===== config.mk =====
export PLATFORM = sky130hd
export DESIGN_NAME = skpl_ctrl
export DESIGN_NICKNAME = d
export VERILOG_FILES = /design/src/rtl/skpl_pkg.sv /design/src/rtl/skpl_ctrl.sv
export SDC_FILE = /design/constraint.sdc
export NUM_CORES = 1
export LEC_CHECK = 0
export BUFFER_PORTS_ARGS = -buffer_cell sky130_fd_sc_hd__buf_4
export CELL_PAD_IN_SITES_DETAIL_PLACEMENT = 1
export CELL_PAD_IN_SITES_GLOBAL_PLACEMENT = 1
export CORE_MARGIN = 4
export CORE_UTILIZATION = 27
export DETAILED_ROUTE_END_ITERATION = 10
export PLACE_DENSITY_LB_ADDON = 0.1
export SLEW_MARGIN = 10
export SYNTH_ARGS = -nofsm -noshare
export SYNTH_HDL_FRONTEND = slang
export SYNTH_SLANG_ARGS = --single-unit

===== constraint.sdc =====
create_clock -name clk_i -period 1.2 [get_ports clk_i]
set_input_delay 0.24 -clock clk_i [delete_from_list [all_inputs] [get_ports clk_i]]
set_output_delay 0.24 -clock clk_i [all_outputs]
set_load 0.01 [all_outputs]

===== src/rtl/skpl_pkg.sv =====
// ----------------------------------------------------------------------------
// skpl_pkg: shared types and constants for the sorted key position lookup
// Table geometry, request codes, and the command and status records that
// join the controller to the datapath.
// ----------------------------------------------------------------------------
package skpl_pkg;

  localparam int MaxEntries = 1024;
  localparam int IdxW       = $clog2(MaxEntries);
  localparam int CntW       = $clog2(MaxEntries + 1);
  localparam int CfgW       = 11;
  localparam int PosW       = 10;
  localparam int WordW      = 64;
  localparam int KeyW       = 4 * WordW;

  typedef enum logic [1:0] {
    OP_LOAD     = 2'd0,
    OP_FIND     = 2'd1,
    OP_FIND_ALT = 2'd2,
    OP_NONE     = 2'd3
  } op_e;

  typedef enum logic [3:0] {
    ST_IDLE,
    ST_ZERO_RD,
    ST_ZERO_CMP,
    ST_BS_RD,
    ST_BS_CMP,
    ST_FIN_CMP,
    ST_SCAN,
    ST_FINISH
  } state_e;

  typedef enum logic [1:0] {
    RD_ZERO,
    RD_MID,
    RD_LO
  } rd_sel_e;

  typedef enum logic [2:0] {
    LO_HOLD,
    LO_ONE,
    LO_ZERO,
    LO_AFTER_RD,
    LO_INC
  } lo_op_e;

  typedef enum logic [1:0] {
    HI_HOLD,
    HI_N,
    HI_RD
  } hi_op_e;

  typedef enum logic [1:0] {
    RES_HOLD,
    RES_MISS,
    RES_HIT
  } res_op_e;

  typedef struct packed {
    logic    load_wr;
    logic    start;
    logic    rd_en;
    logic    rd_sec;
    rd_sel_e rd_sel;
    lo_op_e  lo_op;
    hi_op_e  hi_op;
    res_op_e res_op;
    logic    out_load;
  } skpl_cmd_t;

  typedef struct packed {
    logic n_zero;
    logic eq;
    logic lt;
    logic lo_lt_hi;
    logic lo_lt_n;
    logic lo_eq_n;
  } skpl_sts_t;

endpackage


===== src/rtl/skpl_ctrl.sv =====
// ----------------------------------------------------------------------------
// skpl_ctrl: sequencing state machine for the lookup
// Steps a request through the entry-zero check, the lower-bound halving,
// the optional secondary scan, and hands the result to the output register.
// ----------------------------------------------------------------------------
module skpl_ctrl (
  input  logic                  clk_i,
  input  logic                  rst_ni,
  input  logic                  in_valid_i,
  output logic                  in_ready_o,
  input  logic [1:0]            operation_i,
  output logic                  out_valid_o,
  input  logic                  out_ready_i,
  input  skpl_pkg::skpl_sts_t   sts_i,
  output skpl_pkg::skpl_cmd_t   cmd_o
);
  import skpl_pkg::*;

  state_e    state_q, state_d;
  logic      alt_q, alt_d;
  logic      pend_q, pend_d;
  logic      out_valid_q, out_valid_d;
  skpl_cmd_t cmd;
  op_e       op;

  assign op = op_e'(operation_i);

  always_ff @(posedge clk_i or negedge rst_ni) begin
    if (!rst_ni) begin
      state_q     <= ST_IDLE;
      alt_q       <= 1'b0;
      pend_q      <= 1'b0;
      out_valid_q <= 1'b0;
    end else begin
      state_q     <= state_d;
      alt_q       <= alt_d;
      pend_q      <= pend_d;
      out_valid_q <= out_valid_d;
    end
  end

  always_comb begin
    state_d     = state_q;
    alt_d       = alt_q;
    pend_d      = 1'b0;
    out_valid_d = out_valid_q & ~out_ready_i;
    in_ready_o  = 1'b0;
    cmd         = '{load_wr: 1'b0, start: 1'b0, rd_en: 1'b0, rd_sec: 1'b0,
                    rd_sel: RD_ZERO, lo_op: LO_HOLD, hi_op: HI_HOLD,
                    res_op: RES_HOLD, out_load: 1'b0};
    case (state_q)
      ST_IDLE: begin
        in_ready_o = 1'b1;
        if (in_valid_i) begin
          case (op)
            OP_LOAD: cmd.load_wr = 1'b1;
            OP_FIND, OP_FIND_ALT: begin
              cmd.start = 1'b1;
              alt_d     = (op == OP_FIND_ALT);
              state_d   = ST_ZERO_RD;
            end
            default: ;
          endcase
        end
      end
      ST_ZERO_RD: begin
        if (sts_i.n_zero) begin
          cmd.res_op = RES_MISS;
          state_d    = ST_FINISH;
        end else begin
          cmd.rd_en  = 1'b1;
          cmd.rd_sel = RD_ZERO;
          state_d    = ST_ZERO_CMP;
        end
      end
      ST_ZERO_CMP: begin
        if (sts_i.eq) begin
          cmd.res_op = RES_HIT;
          state_d    = ST_FINISH;
        end else begin
          cmd.lo_op = LO_ONE;
          cmd.hi_op = HI_N;
          state_d   = ST_BS_RD;
        end
      end
      ST_BS_RD: begin
        if (sts_i.lo_lt_hi) begin
          cmd.rd_en  = 1'b1;
          cmd.rd_sel = RD_MID;
          state_d    = ST_BS_CMP;
        end else if (sts_i.lo_lt_n) begin
          cmd.rd_en  = 1'b1;
          cmd.rd_sel = RD_LO;
          state_d    = ST_FIN_CMP;
        end else if (alt_q) begin
          cmd.lo_op = LO_ZERO;
          state_d   = ST_SCAN;
        end else begin
          cmd.res_op = RES_MISS;
          state_d    = ST_FINISH;
        end
      end
      ST_BS_CMP: begin
        if (sts_i.lt) begin
          cmd.lo_op = LO_AFTER_RD;
        end else begin
          cmd.hi_op = HI_RD;
        end
        state_d = ST_BS_RD;
      end
      ST_FIN_CMP: begin
        if (sts_i.eq) begin
          cmd.res_op = RES_HIT;
          state_d    = ST_FINISH;
        end else if (alt_q) begin
          cmd.lo_op = LO_ZERO;
          state_d   = ST_SCAN;
        end else begin
          cmd.res_op = RES_MISS;
          state_d    = ST_FINISH;
        end
      end
      ST_SCAN: begin
        // One secondary read per cycle; each read is compared in the cycle after it.
        if (pend_q && sts_i.eq) begin
          cmd.res_op = RES_HIT;
          state_d    = ST_FINISH;
        end else if (sts_i.lo_eq_n) begin
          cmd.res_op = RES_MISS;
          state_d    = ST_FINISH;
        end else begin
          cmd.rd_en  = 1'b1;
          cmd.rd_sec = 1'b1;
          cmd.rd_sel = RD_LO;
          cmd.lo_op  = LO_INC;
          pend_d     = 1'b1;
        end
      end
      ST_FINISH: begin
        if (!out_valid_q || out_ready_i) begin
          cmd.out_load = 1'b1;
          out_valid_d  = 1'b1;
          state_d      = ST_IDLE;
        end
      end
      default: state_d = ST_IDLE;
    endcase
  end

  assign cmd_o       = cmd;
  assign out_valid_o = out_valid_q;

  a_no_overwrite: assert property (@(posedge clk_i) disable iff (!rst_ni)
    cmd.out_load |-> (!out_valid_q || out_ready_i))
    else $error("result register loaded while holding an untaken result");

  a_cmp_after_rd: assert property (@(posedge clk_i) disable iff (!rst_ni)
    (state_q == ST_BS_CMP) |-> ($past(state_q) == ST_BS_RD))
    else $error("halving compare without a preceding read");

  a_scan_only_alt: assert property (@(posedge clk_i) disable iff (!rst_ni)
    (state_q == ST_SCAN) |-> alt_q)
    else $error("secondary scan entered for a primary-only request");

  a_find_starts: assert property (@(posedge clk_i) disable iff (!rst_ni)
    cmd.start |=> (state_q == ST_ZERO_RD))
    else $error("accepted find request did not start the search");

endmodule


Word-level counts from Yosys, hierarchy flattened
Cells that the tools add are included.

Bits in registers: 7. Latch bits: 0. Memory bits (writable): 0. ROM bits: 0. Input port bits: 12. Output and inout bits: 16. Memories kept: 0.

$add $sub $neg: 0. $mul: 0. Divide/modulo/power cells: 0. Magnitude comparators: 0. Equality and inequality tests: 13. Shift-type cells: 0. Muxes and demuxes: 52. Bitwise gates (word level): 2. Reductions and logical operators: 8.

Operators with widths (count): 4-bit two-way mux (8); 4-bit case mux with 8 select lines (1); 2-bit two-way mux (13); 1-bit two-way mux (20); 4-bit by 3-bit equality test with 1-bit output, second input constant (4); 3-bit case mux with 5 select lines (1); 7-bit two-way mux (2); 2-bit case mux with 5 select lines (1); 3-bit two-way mux (3); 4-bit by 2-bit equality test with 1-bit output, second input constant (2); 2-bit case mux with 2 select lines (2); 4-bit by 1-bit equality test with 1-bit output, second input constant (1); 4-bit logical NOT (1); 2-bit inequality test, second input constant (2); 4-bit AND reduction (1); 3-bit inequality test, second input constant (1); 1-bit case mux with 3 select lines (1); 3-bit AND reduction (1); 2-bit by 1-bit equality test with 1-bit output, second input constant (1); 2-bit equality test, second input constant (1); 2-bit logical NOT (1); 2-bit by 1-bit inequality test with 1-bit output, second input constant (1); 2-bit OR reduction (1); 1-bit bitwise AND (1); 4 further kinds (4).

Depth between registers and ports, before layout
Gate-level depths: netlist of the first run.

Depth in word-level cells: 5. Mapped depth: 5.

Least setup slack after synthesis of the first run
No wires, ideal clock.

Path type: flip-flop to flip-flop. Start: register state_q[0]. End: register alt_q. Setup time: 127 ps. Arrival time: 1330 ps. Data required time: 1073 ps. Slack: -258 ps. Cell stages (with the launch flop): 5. Cell sequence: dfrtp_1 buf_6 nor3_2 and3_4 mux2_1.

Cells in the longest elaborated chain, start to end: 2.

Ends and longest elaborated chain: start: declaration (line skpl_ctrl.sv:19) `state_e state_q, state_d;`; start signal: assignment (line skpl_ctrl.sv:35) `state_q <= state_d;`; 4-bit logical NOT (line skpl_ctrl.sv:51) `case (state_q)`; 3-bit AND reduction (no line); end signal: assignment (line skpl_ctrl.sv:36) `alt_q <= alt_d;`; end: declaration (line skpl_ctrl.sv:20) `logic alt_q, alt_d;`.

Every way passes these cells. A chain may end at the register's enable or synchronous reset.

==> results of run 1 <==
state kept, by name (all words and copies together) (netlist names):
name and cells:
state_q 3, alt_q 1, out_valid_o 1, pend_q 1
layer usage:
metal / part of all wire [%] / track usage, % / wire [um]
met5: 0 / 0 / 0
met4: 3.8 / 3.83 / 123
met3: 3.9 / 5.26 / 126
met2: 53 / 34.3 / 1690
met1: 40 / 20.3 / 1270
through the flow:
step	power [mW]	hold slack (ps)	worst slack [ps]	util [%]
after floorplan	1.22	-55.6	-186	-
after global placement	1.95	50.7	-247	50.8
after detailed placement	1.97	50.9	-239	50.8
after CTS	2.50	282	-446	58.6
after global routing	3.41	314	-628	68.4
final	3.20	302	-522	68.4
path summary, 6_finish.rpt:
kind                                           to  slack (ps)  cells past startpoint
setup / recovery                        cmd_o[11]        -520                      4
hold / removal              out_valid_o$_DFF_PN0_         300                      3
setup reg to reg                alt_q$_DFFE_PN0P_        -420                      5
hold reg to reg             out_valid_o$_DFF_PN0_         540                      2
max in group asynchronous  state_q[0]$_DFFE_PN0P_         730                      2
min in group asynchronous        pend_q$_DFF_PN0_         320                      2
area by class of cell:
cell class / count / area [um2]
clock buffers: 4 / 26.3
fillers: 207 / 626
inverters: 7 / 36.3
multi-input cells: 52 / 522
flip-flops and latches: 6 / 154
well taps: 27 / 33.8
repair buffers: 67 / 584
where the power goes:
part,internal (mW),switching [mW]
combinational,1.37,1.13
clock,0.128,0.104
sequential,0.299,0.168
total,1.80,1.40
cell families after synthesis:
logic type | Yosys count | synth area share, %
flip-flops | 6 | 26.5
AO/OA/AOI/OAI | 21 | 26.3
adder cells (fa/ha/maj) | 2 | 4.42
AND/OR/NAND/NOR | 28 | 29.9
multiplexers | 1 | 1.99
buffers and inverters | 12 | 10.8
worst max-delay path, cell delays in order, from the launching register on:
cell and delay [ps]:
dfrtp_2 460, buf_4 180, o21ai_0 250, a31o_1 210, buf_6 100
placed cells by master, fill, tap and decap left out, types with 2 or more instances in the layout:
cell       n
nor2b_1    2
o211ai_1   3
dfrtp_2    3
nor3_4     3
and2_4     2
o21ai_0    3
nor2_1     5
buf_4     45
inv_1      4
buf_6     21
nand2_1    3
clkbuf_4   3
dfrtp_1    3
ha_1       2
inv_4      2
timing repair:
action | CTS | global route
resized for setup | 22 | 30
endpoints found under the setup margin | 19 | 19
hold buffers | 1 | 0
pin swaps | 5 | 11
gates cloned | 0 | 0
setup buffers | 4 | 9
endpoints found under the hold margin | 6 | 0
==> flow_summary_export.csv, run 1 <==
group,metric,value,unit
sta,tightestPinTransition,262,ps
routing,postRouteAntennaNets,0,
outcome,status,"complete, but fails checks",
worst_setup_path,crit_path_end_kind,"output port",
clocking,root_buffer,"clkbuf_4",
place,dpl-instance-area,1010,um2
worst_hold_path,min_path_type,"in2reg",
logic_synthesis,ys_ff_latch,6,
logic_synthesis,synthFlopType,"dfrtp_1",
clocking,clkTransAtPathRegs,70,ps
logic_synthesis,ys_top_cells_by_count,"inv_1 (7), dfrtp_1 (6), nor2_1 (5)",
logic_synthesis,avgSynthCellArea,8.08,um2
routing,drc,0,
pwr,peakVddDrop,0.00179,V
floorplan,io_pins,28,
sta,finalHoldViolations,0,
sta,fin_ws,-522,ps
global_route,grtUsageTotal,18.4,%
sta,slew_headroom,82.3,%
clocking,cts_buffers,3,
routing,dr.pass1.iters,4,
logic_synthesis,seq_area_frac_synth,26.5,%
floorplan,coreArea,1980,um2
routing,drtIter0Drc,13,
sta,rsz0062_at_grt,"true",
sta,period_minus_slack,1720,ps
worst_setup_path,startpoint_type,"register",
logic_synthesis,synth.top_cell.area_share,26.5,%
logic_synthesis,synthCells,70,
run,maxCapViolCount,0,
worst_setup_path,regToRegStartpoint,"state_q[0]$_DFFE_PN0P_",
place,place_inst,145,
clocking,clock_latency,270,ps
sta,slew_violations,0,
global_route,grt_max_degree,9,
layout,drive_gt1_share,69.9,%
place,dp_hpwl,1.64,mm
clocking,clock_path_buffers,2,
clocking,cts_max_level,1,
floorplan,die_x,53.8,um
floorplan,dieArea,2890,um2
logic_synthesis,synth_cell_types,38,
layout,syn_to_final_growth,140,%
worst_setup_path,cp.required,960,ps
sta,finalClockSkew,23.0,ps
worst_setup_path,crit_start,"state_q[1]$_DFFE_PN0P_",
floorplan,rows,16,
place,gp_congestion,0.847,
worst_setup_path,cp_max_fo,7,
floorplan,dieHeight,53.8,um
global_route,first_global_vias,852,
layout,nets,151,
layout,final_cells,163,
sta,setup_violations,19,
logic_synthesis,synthArstFlopShare,100,%
floorplan,initial_core_util,28.5,%
routing,post_drt_wl_per_cell,19.7,um
global_route,grt_overflow_total,0,
logic_synthesis,yosysMostFrequentCell,"inv_1",
clocking,clock-sinks,6,
logic_synthesis,syn_nets,84,
layout,finalInstanceArea,1360,um2
logic_synthesis,syn_area,566,um2
routing,via_per_inst,5.29,
logic_synthesis,synth_edf_count,0,
worst_setup_path,worstPathArrival,1480,ps
pwr,power.density,2360,nW/um2
global_route,grt_first_pass_wirelength,3.80,mm
routing,wirelength,3.21,mm
pwr,p_leak,0.646,nW
sta,setup_tns,-7340,ps
outcome,violations,"negative setup slack",
global_route,grt_antenna_before_repair,0,
sta,finalCritPeriodShare,144,%
worst_setup_path,worstSetupPathType,"reg2out",
logic_synthesis,yosys_warnings,0,
logic_synthesis,yosysTopAreaCell,"dfrtp_1",
routing,vias,863,
worst_hold_path,hp-start,"out_ready_i",
sta,clock.fmax,581,MHz
logic_synthesis,ys_top_cells_by_area,"dfrtp_1 (27%), inv_1 (4.6%), ha_1 (4.4%), o211ai_1 (4.0%), nor2_1 (3.3%)",
layout,n_antenna_cell,0,
place,portBuffers,27,
clocking,tritoncts,"done",
(Power assumes the default switching activity.)
==> run 2: changes to the inputs <==
Settings changed: ABC_AREA set to 1.
==> run 2 against run 1 <==
  * Die area rose by 12%
  * Sequential cell count did not move
  * Largest power group unchanged
  * Global-route usage fell by 3.8 points
  * Cell count rose by 7.4%
  * Clock skew fell by 22 ps
  * Total power fell by 16%
  * Sequential share of layout area rose by 2.0 points
  * Largest cell class is now multi-input gates
  * Wire length fell by 29%
  * The run still ends with negative setup slack left
==> flow_summary_export.csv, run 2 <==
group,metric,value,unit
global_route,grtUsageTotal,14.6,%
place,gp_congestion,0.830,
floorplan,io_pins,28,
layout,multi_input_area,483,um2
routing,vias,823,
routing,dr.pass1.iters,4,
logic_synthesis,seq_area_frac_synth,23.3,%
run,maxCapViolCount,0,
sta,slew_violations,0,
sta,tightestPinTransition,246,ps
sta,finalHoldViolations,0,
outcome,status,"complete, but fails checks",
logic_synthesis,ys_top_cells_by_count,"nand2_1 (26), inv_1 (17), nand3_1 (9), nor2_1 (9), dfrtp_1 (6)",
floorplan,dieHeight,56.9,um
clocking,clock_path_buffers,2,
logic_synthesis,avgSynthCellArea,6.51,um2
routing,post_drt_wl_per_cell,13.0,um
clocking,clock-sinks,6,
floorplan,initial_core_util,28.9,%
logic_synthesis,yosysMostFrequentCell,"nand2_1",
logic_synthesis,ys_top_cells_by_area,"dfrtp_1 (23%), nand2_1 (15%), inv_1 (9.9%), nand3_1 (7.0%), nor2_1 (5.2%)",
sta,rsz0062_at_grt,"true",
sta,slew_headroom,83.6,%
layout,layout_commonest_cell,"buf_4",
outcome,violations,"negative setup slack",
place,dp_hpwl,1.74,mm
logic_synthesis,synth_cell_types,23,
logic_synthesis,syn_area,644,um2
worst_setup_path,worstSetupPathType,"reg2out",
routing,via_per_inst,4.70,
logic_synthesis,synthCells,99,
layout,largest_reg_flops,3,
layout,final_cells,175,
layout,fin_util,51.8,%
place,place_inst,164,
global_route,grt_max_degree,9,
logic_synthesis,yosysTopAreaCell,"dfrtp_1",
place,dpl-instance-area,962,um2
routing,wirelength,2.27,mm
worst_setup_path,startpoint_type,"register",
clocking,clkTransAtPathRegs,50,ps
clocking,cts_buffers,3,
global_route,first_global_vias,861,
layout,drive_gt1_share,54.4,%
floorplan,rows,17,
pwr,power.density,2310,nW/um2
pwr,p_leak,0.626,nW
sta,period_minus_slack,1640,ps
routing,drtIter0Drc,12,
layout,seq_area,154,um2
worst_setup_path,cp.required,960,ps
global_route,grt_overflow_total,0,
logic_synthesis,synth.top_cell.area_share,23.3,%
layout,n_fill_cell,300,
worst_setup_path,reg2regPathDepth,8,
worst_setup_path,worstPathArrival,1400,ps
logic_synthesis,yosys_warnings,0,
clocking,cts_max_level,1,
floorplan,dieArea,3230,um2
worst_setup_path,crit_path_end_kind,"output port",
logic_synthesis,synth_edf_count,0,
logic_synthesis,synthFlopType,"dfrtp_1",
layout,syn_to_final_growth,79.6,%
sta,finalCritPeriodShare,136,%
global_route,grt_first_pass_wirelength,3.73,mm
worst_setup_path,cp_max_fo,5,
layout,nets,162,
clocking,clock_latency,240,ps
routing,postRouteAntennaNets,0,
sta,clock.fmax,611,MHz
layout,final_cell_mix,"buf_4 (40), nand2_1 (23), inv_1 (15), nand3_1 (7), buf_6 (6)",
worst_hold_path,whs_path_depth,4,
sta,setup_violations,19,
global_route,grt_antenna_before_repair,0,
logic_synthesis,synthArstFlopShare,100,%
sta,fin_ws,-437,ps
pwr,peakVddDrop,0.00129,V
layout,n_antenna_cell,0,
logic_synthesis,ys_ff_latch,6,
routing,drc,0,
floorplan,die_x,56.9,um
layout,finalInstanceArea,1160,um2
sta,finalClockSkew,1.19,ps
floorplan,coreArea,2230,um2
clocking,root_buffer,"clkbuf_4",
worst_hold_path,min_path_type,"in2reg",
layout,largest_register,"state_q",
logic_synthesis,syn_nets,113,
sta,setup_tns,-5680,ps
place,portBuffers,27,
clocking,tritoncts,"done",
pwr,fin_total_pwr,2.68,mW
[run 2: changes by cell type after synthesis, sizes merged, moves of 3 or more]
cell | previous run | this run
nand2 | 3 | 28
inv | 7 | 18
nand3 | 2 | 11
nor2 | 5 | 14
nand4 | 1 | 5
nor2b | 3 | 0
nor3 | 3 | 0
o21ai | 3 | 6
[run 2: layout make-up]
type | count | share of cell area (%)
multi-input cells | 71 | 41.7
repair buffers | 47 | 32.6
flip-flops and latches | 6 | 13.3
inverters | 19 | 7.03
well taps | 28 | 3.03
clock buffers | 4 | 2.27
[run 2: kinds of logic (layout without fill, tap and decap cells)]
logic type | Yosys count | in the layout | share of synthesized area (%)
flip-flops | 6 | 6 | 23.3
adder cells (fa/ha/maj) | 2 | 2 | 3.88
buffers and inverters | 22 | 70 | 15.7
AO/OA/AOI/OAI | 10 | 10 | 8.74
AND/OR/NAND/NOR | 59 | 59 | 48.3
[run 2: layer usage]
metal  vias up  track usage [%]  wire length (um)
met5         -                0                 0
met4         0             7.28                42
met3         6             2.76               111
met2        23             25.9              1180
met1       378             16.3               937
li1        416                -                 -
[run 2: final timing paths]
check                                  startpoint                     end  slack (ps)
max                        state_q[0]$_DFFE_PN0P_                cmd_o[6]        -440
min                                   out_ready_i   out_valid_o$_DFF_PN0_         260
max reg2reg                state_q[0]$_DFFE_PN0P_  state_q[1]$_DFFE_PN0P_        -190
min reg2reg                 out_valid_o$_DFF_PN0_   out_valid_o$_DFF_PN0_         630
max in group asynchronous                  rst_ni  state_q[0]$_DFFE_PN0P_         730
min in group asynchronous                  rst_ni       alt_q$_DFFE_PN0P_         340
[run 2: worst max-delay path, stage by stage (launching register included)]
cell and delay [ps]:
dfrtp_2 410, buf_6 150, nand2_1 70, nor2_2 170, nand3_1 100, o211ai_1 100, buf_4 150
[run 2: repair_timing]
item                                    CTS  global route
hold buffers                              1             0
setup buffers                             4             2
endpoints found under the setup margin   19            19
pin swaps                                 7             8
resized for setup                        12            22
endpoints found under the hold margin     6             0
[run 2: where the power goes]
part / internal [mW] / switching [mW] / total, mW
clock network: 0.126 / 0.0746 / 0.201
registers: 0.309 / 0.191 / 0.500
logic: 0.949 / 1.03 / 1.97
[run 2: metrics by stage]
stage | hold WS [ps] | setup slack (ps)
after global placement | 53.3 | -172
final | 265 | -437
after detailed placement | 52.6 | -199
after CTS | 257 | -407
after floorplan | -55.6 | -37.5
after global routing | 296 | -510
==> run 3: changes to the inputs <==
Settings changed: CELL_PAD_IN_SITES_GLOBAL_PLACEMENT 1 to 2, CORE_UTILIZATION 27 to 20, PLACE_DENSITY set to 0.71, PLACE_DENSITY_LB_ADDON 0.1 to unset, RECOVER_POWER set to 100.
==> run 3 against run 2 <==
  * The run still ends with negative setup slack left
  * Die area is 30% higher
  * Total power up 6.9%
  * Clock-buffer cell count unchanged
  * Sequential share of layout area decreased by 1.1 points
==> flow_summary_export.csv, run 3 (synthesis results as in run 2) <==
group,metric,value,unit
outcome,status,"complete, but fails checks",
outcome,violations,"negative setup slack",
floorplan,die_x,64.8,um
worst_setup_path,reg2regPathDepth,8,
clocking,clock-sinks,6,
clocking,clkTransAtPathRegs,60,ps
routing,post_drt_wl_per_cell,12.5,um
pwr,power.density,2310,nW/um2
layout,final_cells,192,
clocking,cts_max_level,1,
routing,drc,0,
worst_hold_path,min_path_type,"in2reg",
sta,finalHoldViolations,0,
floorplan,io_pins,28,
worst_setup_path,crit_start,"state_q[1]$_DFFE_PN0P_",
clocking,root_buffer,"clkbuf_4",
sta,slew_violations,0,
clocking,clock_latency,250,ps
worst_hold_path,holdPathEnd,"out_valid_o$_DFF_PN0_",
sta,setup_violations,19,
layout,syn_to_final_growth,92.0,%
global_route,grt_overflow_total,0,
worst_setup_path,worstSetupPathType,"reg2out",
global_route,first_global_vias,884,
sta,rsz0062_at_grt,"true",
routing,postRouteAntennaNets,0,
pwr,fin_total_pwr,2.86,mW
floorplan,initial_core_util,20.9,%
place,portBuffers,27,
global_route,grt_max_degree,7,
layout,n_fill_cell,397,
sta,clock.fmax,614,MHz
pwr,p_leak,0.619,nW
layout,fin_util,40.2,%
sta,whs,279,ps
worst_setup_path,crit_path_end_kind,"output port",
layout,largest_register,"state_q",
floorplan,dieArea,4190,um2
layout,n_antenna_cell,0,
routing,wirelength,2.39,mm
run,maxCapViolCount,0,
global_route,grt_first_pass_wirelength,4.06,mm
layout,layout_commonest_cell,"buf_4",
routing,via_per_inst,4.28,
pwr,peakVddDrop,0.000868,V
global_route,grtUsageTotal,12.5,%
layout,drive_gt1_share,56.8,%
sta,period_minus_slack,1630,ps
place,dp_hpwl,1.94,mm
floorplan,rows,20,
worst_setup_path,r2r_slack,-150,ps
clocking,clock_path_buffers,2,
place,gp_congestion,0.776,
sta,tightestPinTransition,358,ps
worst_setup_path,regToRegStartpoint,"state_q[1]$_DFFE_PN0P_",
worst_setup_path,startpoint_type,"register",
layout,nets,163,
sta,finalClockSkew,7.74,ps
clocking,cts_buffers,3,
routing,drtIter0Drc,25,
worst_setup_path,worstPathArrival,1390,ps
worst_hold_path,hp-start,"out_ready_i",
sta,slew_headroom,76.1,%
worst_hold_path,whs_path_depth,4,
clocking,tritoncts,"done",
place,place_inst,182,
sta,finalCritPeriodShare,136,%
routing,vias,822,
layout,largest_reg_flops,3,
worst_setup_path,cp.required,960,ps
floorplan,dieHeight,64.8,um
worst_setup_path,crit-reg2reg-capture,"state_q[2]$_DFFE_PN0P_",
layout,final_cell_mix,"buf_4 (33), nand2_1 (22), inv_1 (12), buf_6 (10)",
routing,dr.pass1.iters,4,
sta,setup_tns,-5730,ps
sta,fin_ws,-428,ps
worst_setup_path,cp_max_fo,5,
floorplan,coreArea,3080,um2
global_route,grt_antenna_before_repair,0,
run 3: cell types whose count changed in the layout (fill, tap and decap cells not counted), moves of 2 or more:
cell	before	now
dfrtp_1	3	5
clkbuf_1	1	3
buf_4	40	33
inv_2	0	3
buf_6	6	10
inv_1	15	12
nor2_1	5	2
nor2_4	5	7
dfrtp_2	3	1
run 3: power breakdown:
group / switching [mW] / internal (mW) / leakage, nW / total (mW)
sequential: 0.122 / 0.302 / 0.0739 / 0.424
combinational: 1.20 / 1.03 / 0.530 / 2.22
clock: 0.0873 / 0.127 / 0.0150 / 0.214
total: 1.40 / 1.46 / 0.619 / 2.86
run 3: metrics by stage:
| stage | setup WS [ps] | area, um2 |
|---|---|---|
| floorplan | -37.5 | 657 |
| global placement | -193 | 1010 |
| detailed placement | -200 | 1010 |
| CTS | -419 | 1150 |
| global route | -510 | 1240 |
| finish | -428 | 1240 |
run 3: timing repair:
action                                  4_1_cts  5_1_grt
resized for setup                            22       23
hold endpoints to repair                      6        0
hold buffers                                  1        0
setup buffers                                 4        2
endpoints found under the setup margin       19       20
pin swaps                                     2       14
gates cloned                                  0        0
run 3: how the worst max path moves through the flow:
stage | to | slack, ps | cells after the start
after floorplan | cmd_o[6] | -40 | 4
after global placement | cmd_o[6] | -190 | 5
after detailed placement | cmd_o[6] | -200 | 5
after CTS | cmd_o[11] | -420 | 5
after global routing | cmd_o[11] | -510 | 5
final | cmd_o[11] | -430 | 5
run 3: final cells by class:
type / instances / area, um2 / share of cell area (%)
Tap cell: 44 / 55.1 / 4.45
Multi-Input combinational cell: 71 / 519 / 42.0
Inverter: 19 / 80.1 / 6.47
Timing Repair Buffer: 48 / 405 / 32.8
Sequential cell: 6 / 151 / 12.2
Clock buffer: 4 / 26.3 / 2.12
run 3: critical path: stages (launching register included):
cell and delay (ps):
dfrtp_2 490, inv_4 80, nor2_8 130, nand4_4 140, o211ai_1 130, buf_4 160
run 3: metal layers:
metal  wire length, um  GRT usage, %  part of all wire (%)
met1              1040          14.2                    43
met2              1260          23.8                    53
met3                96          2.95                   4.0
met4                 0          1.58                     0
met5                 0             0                     0
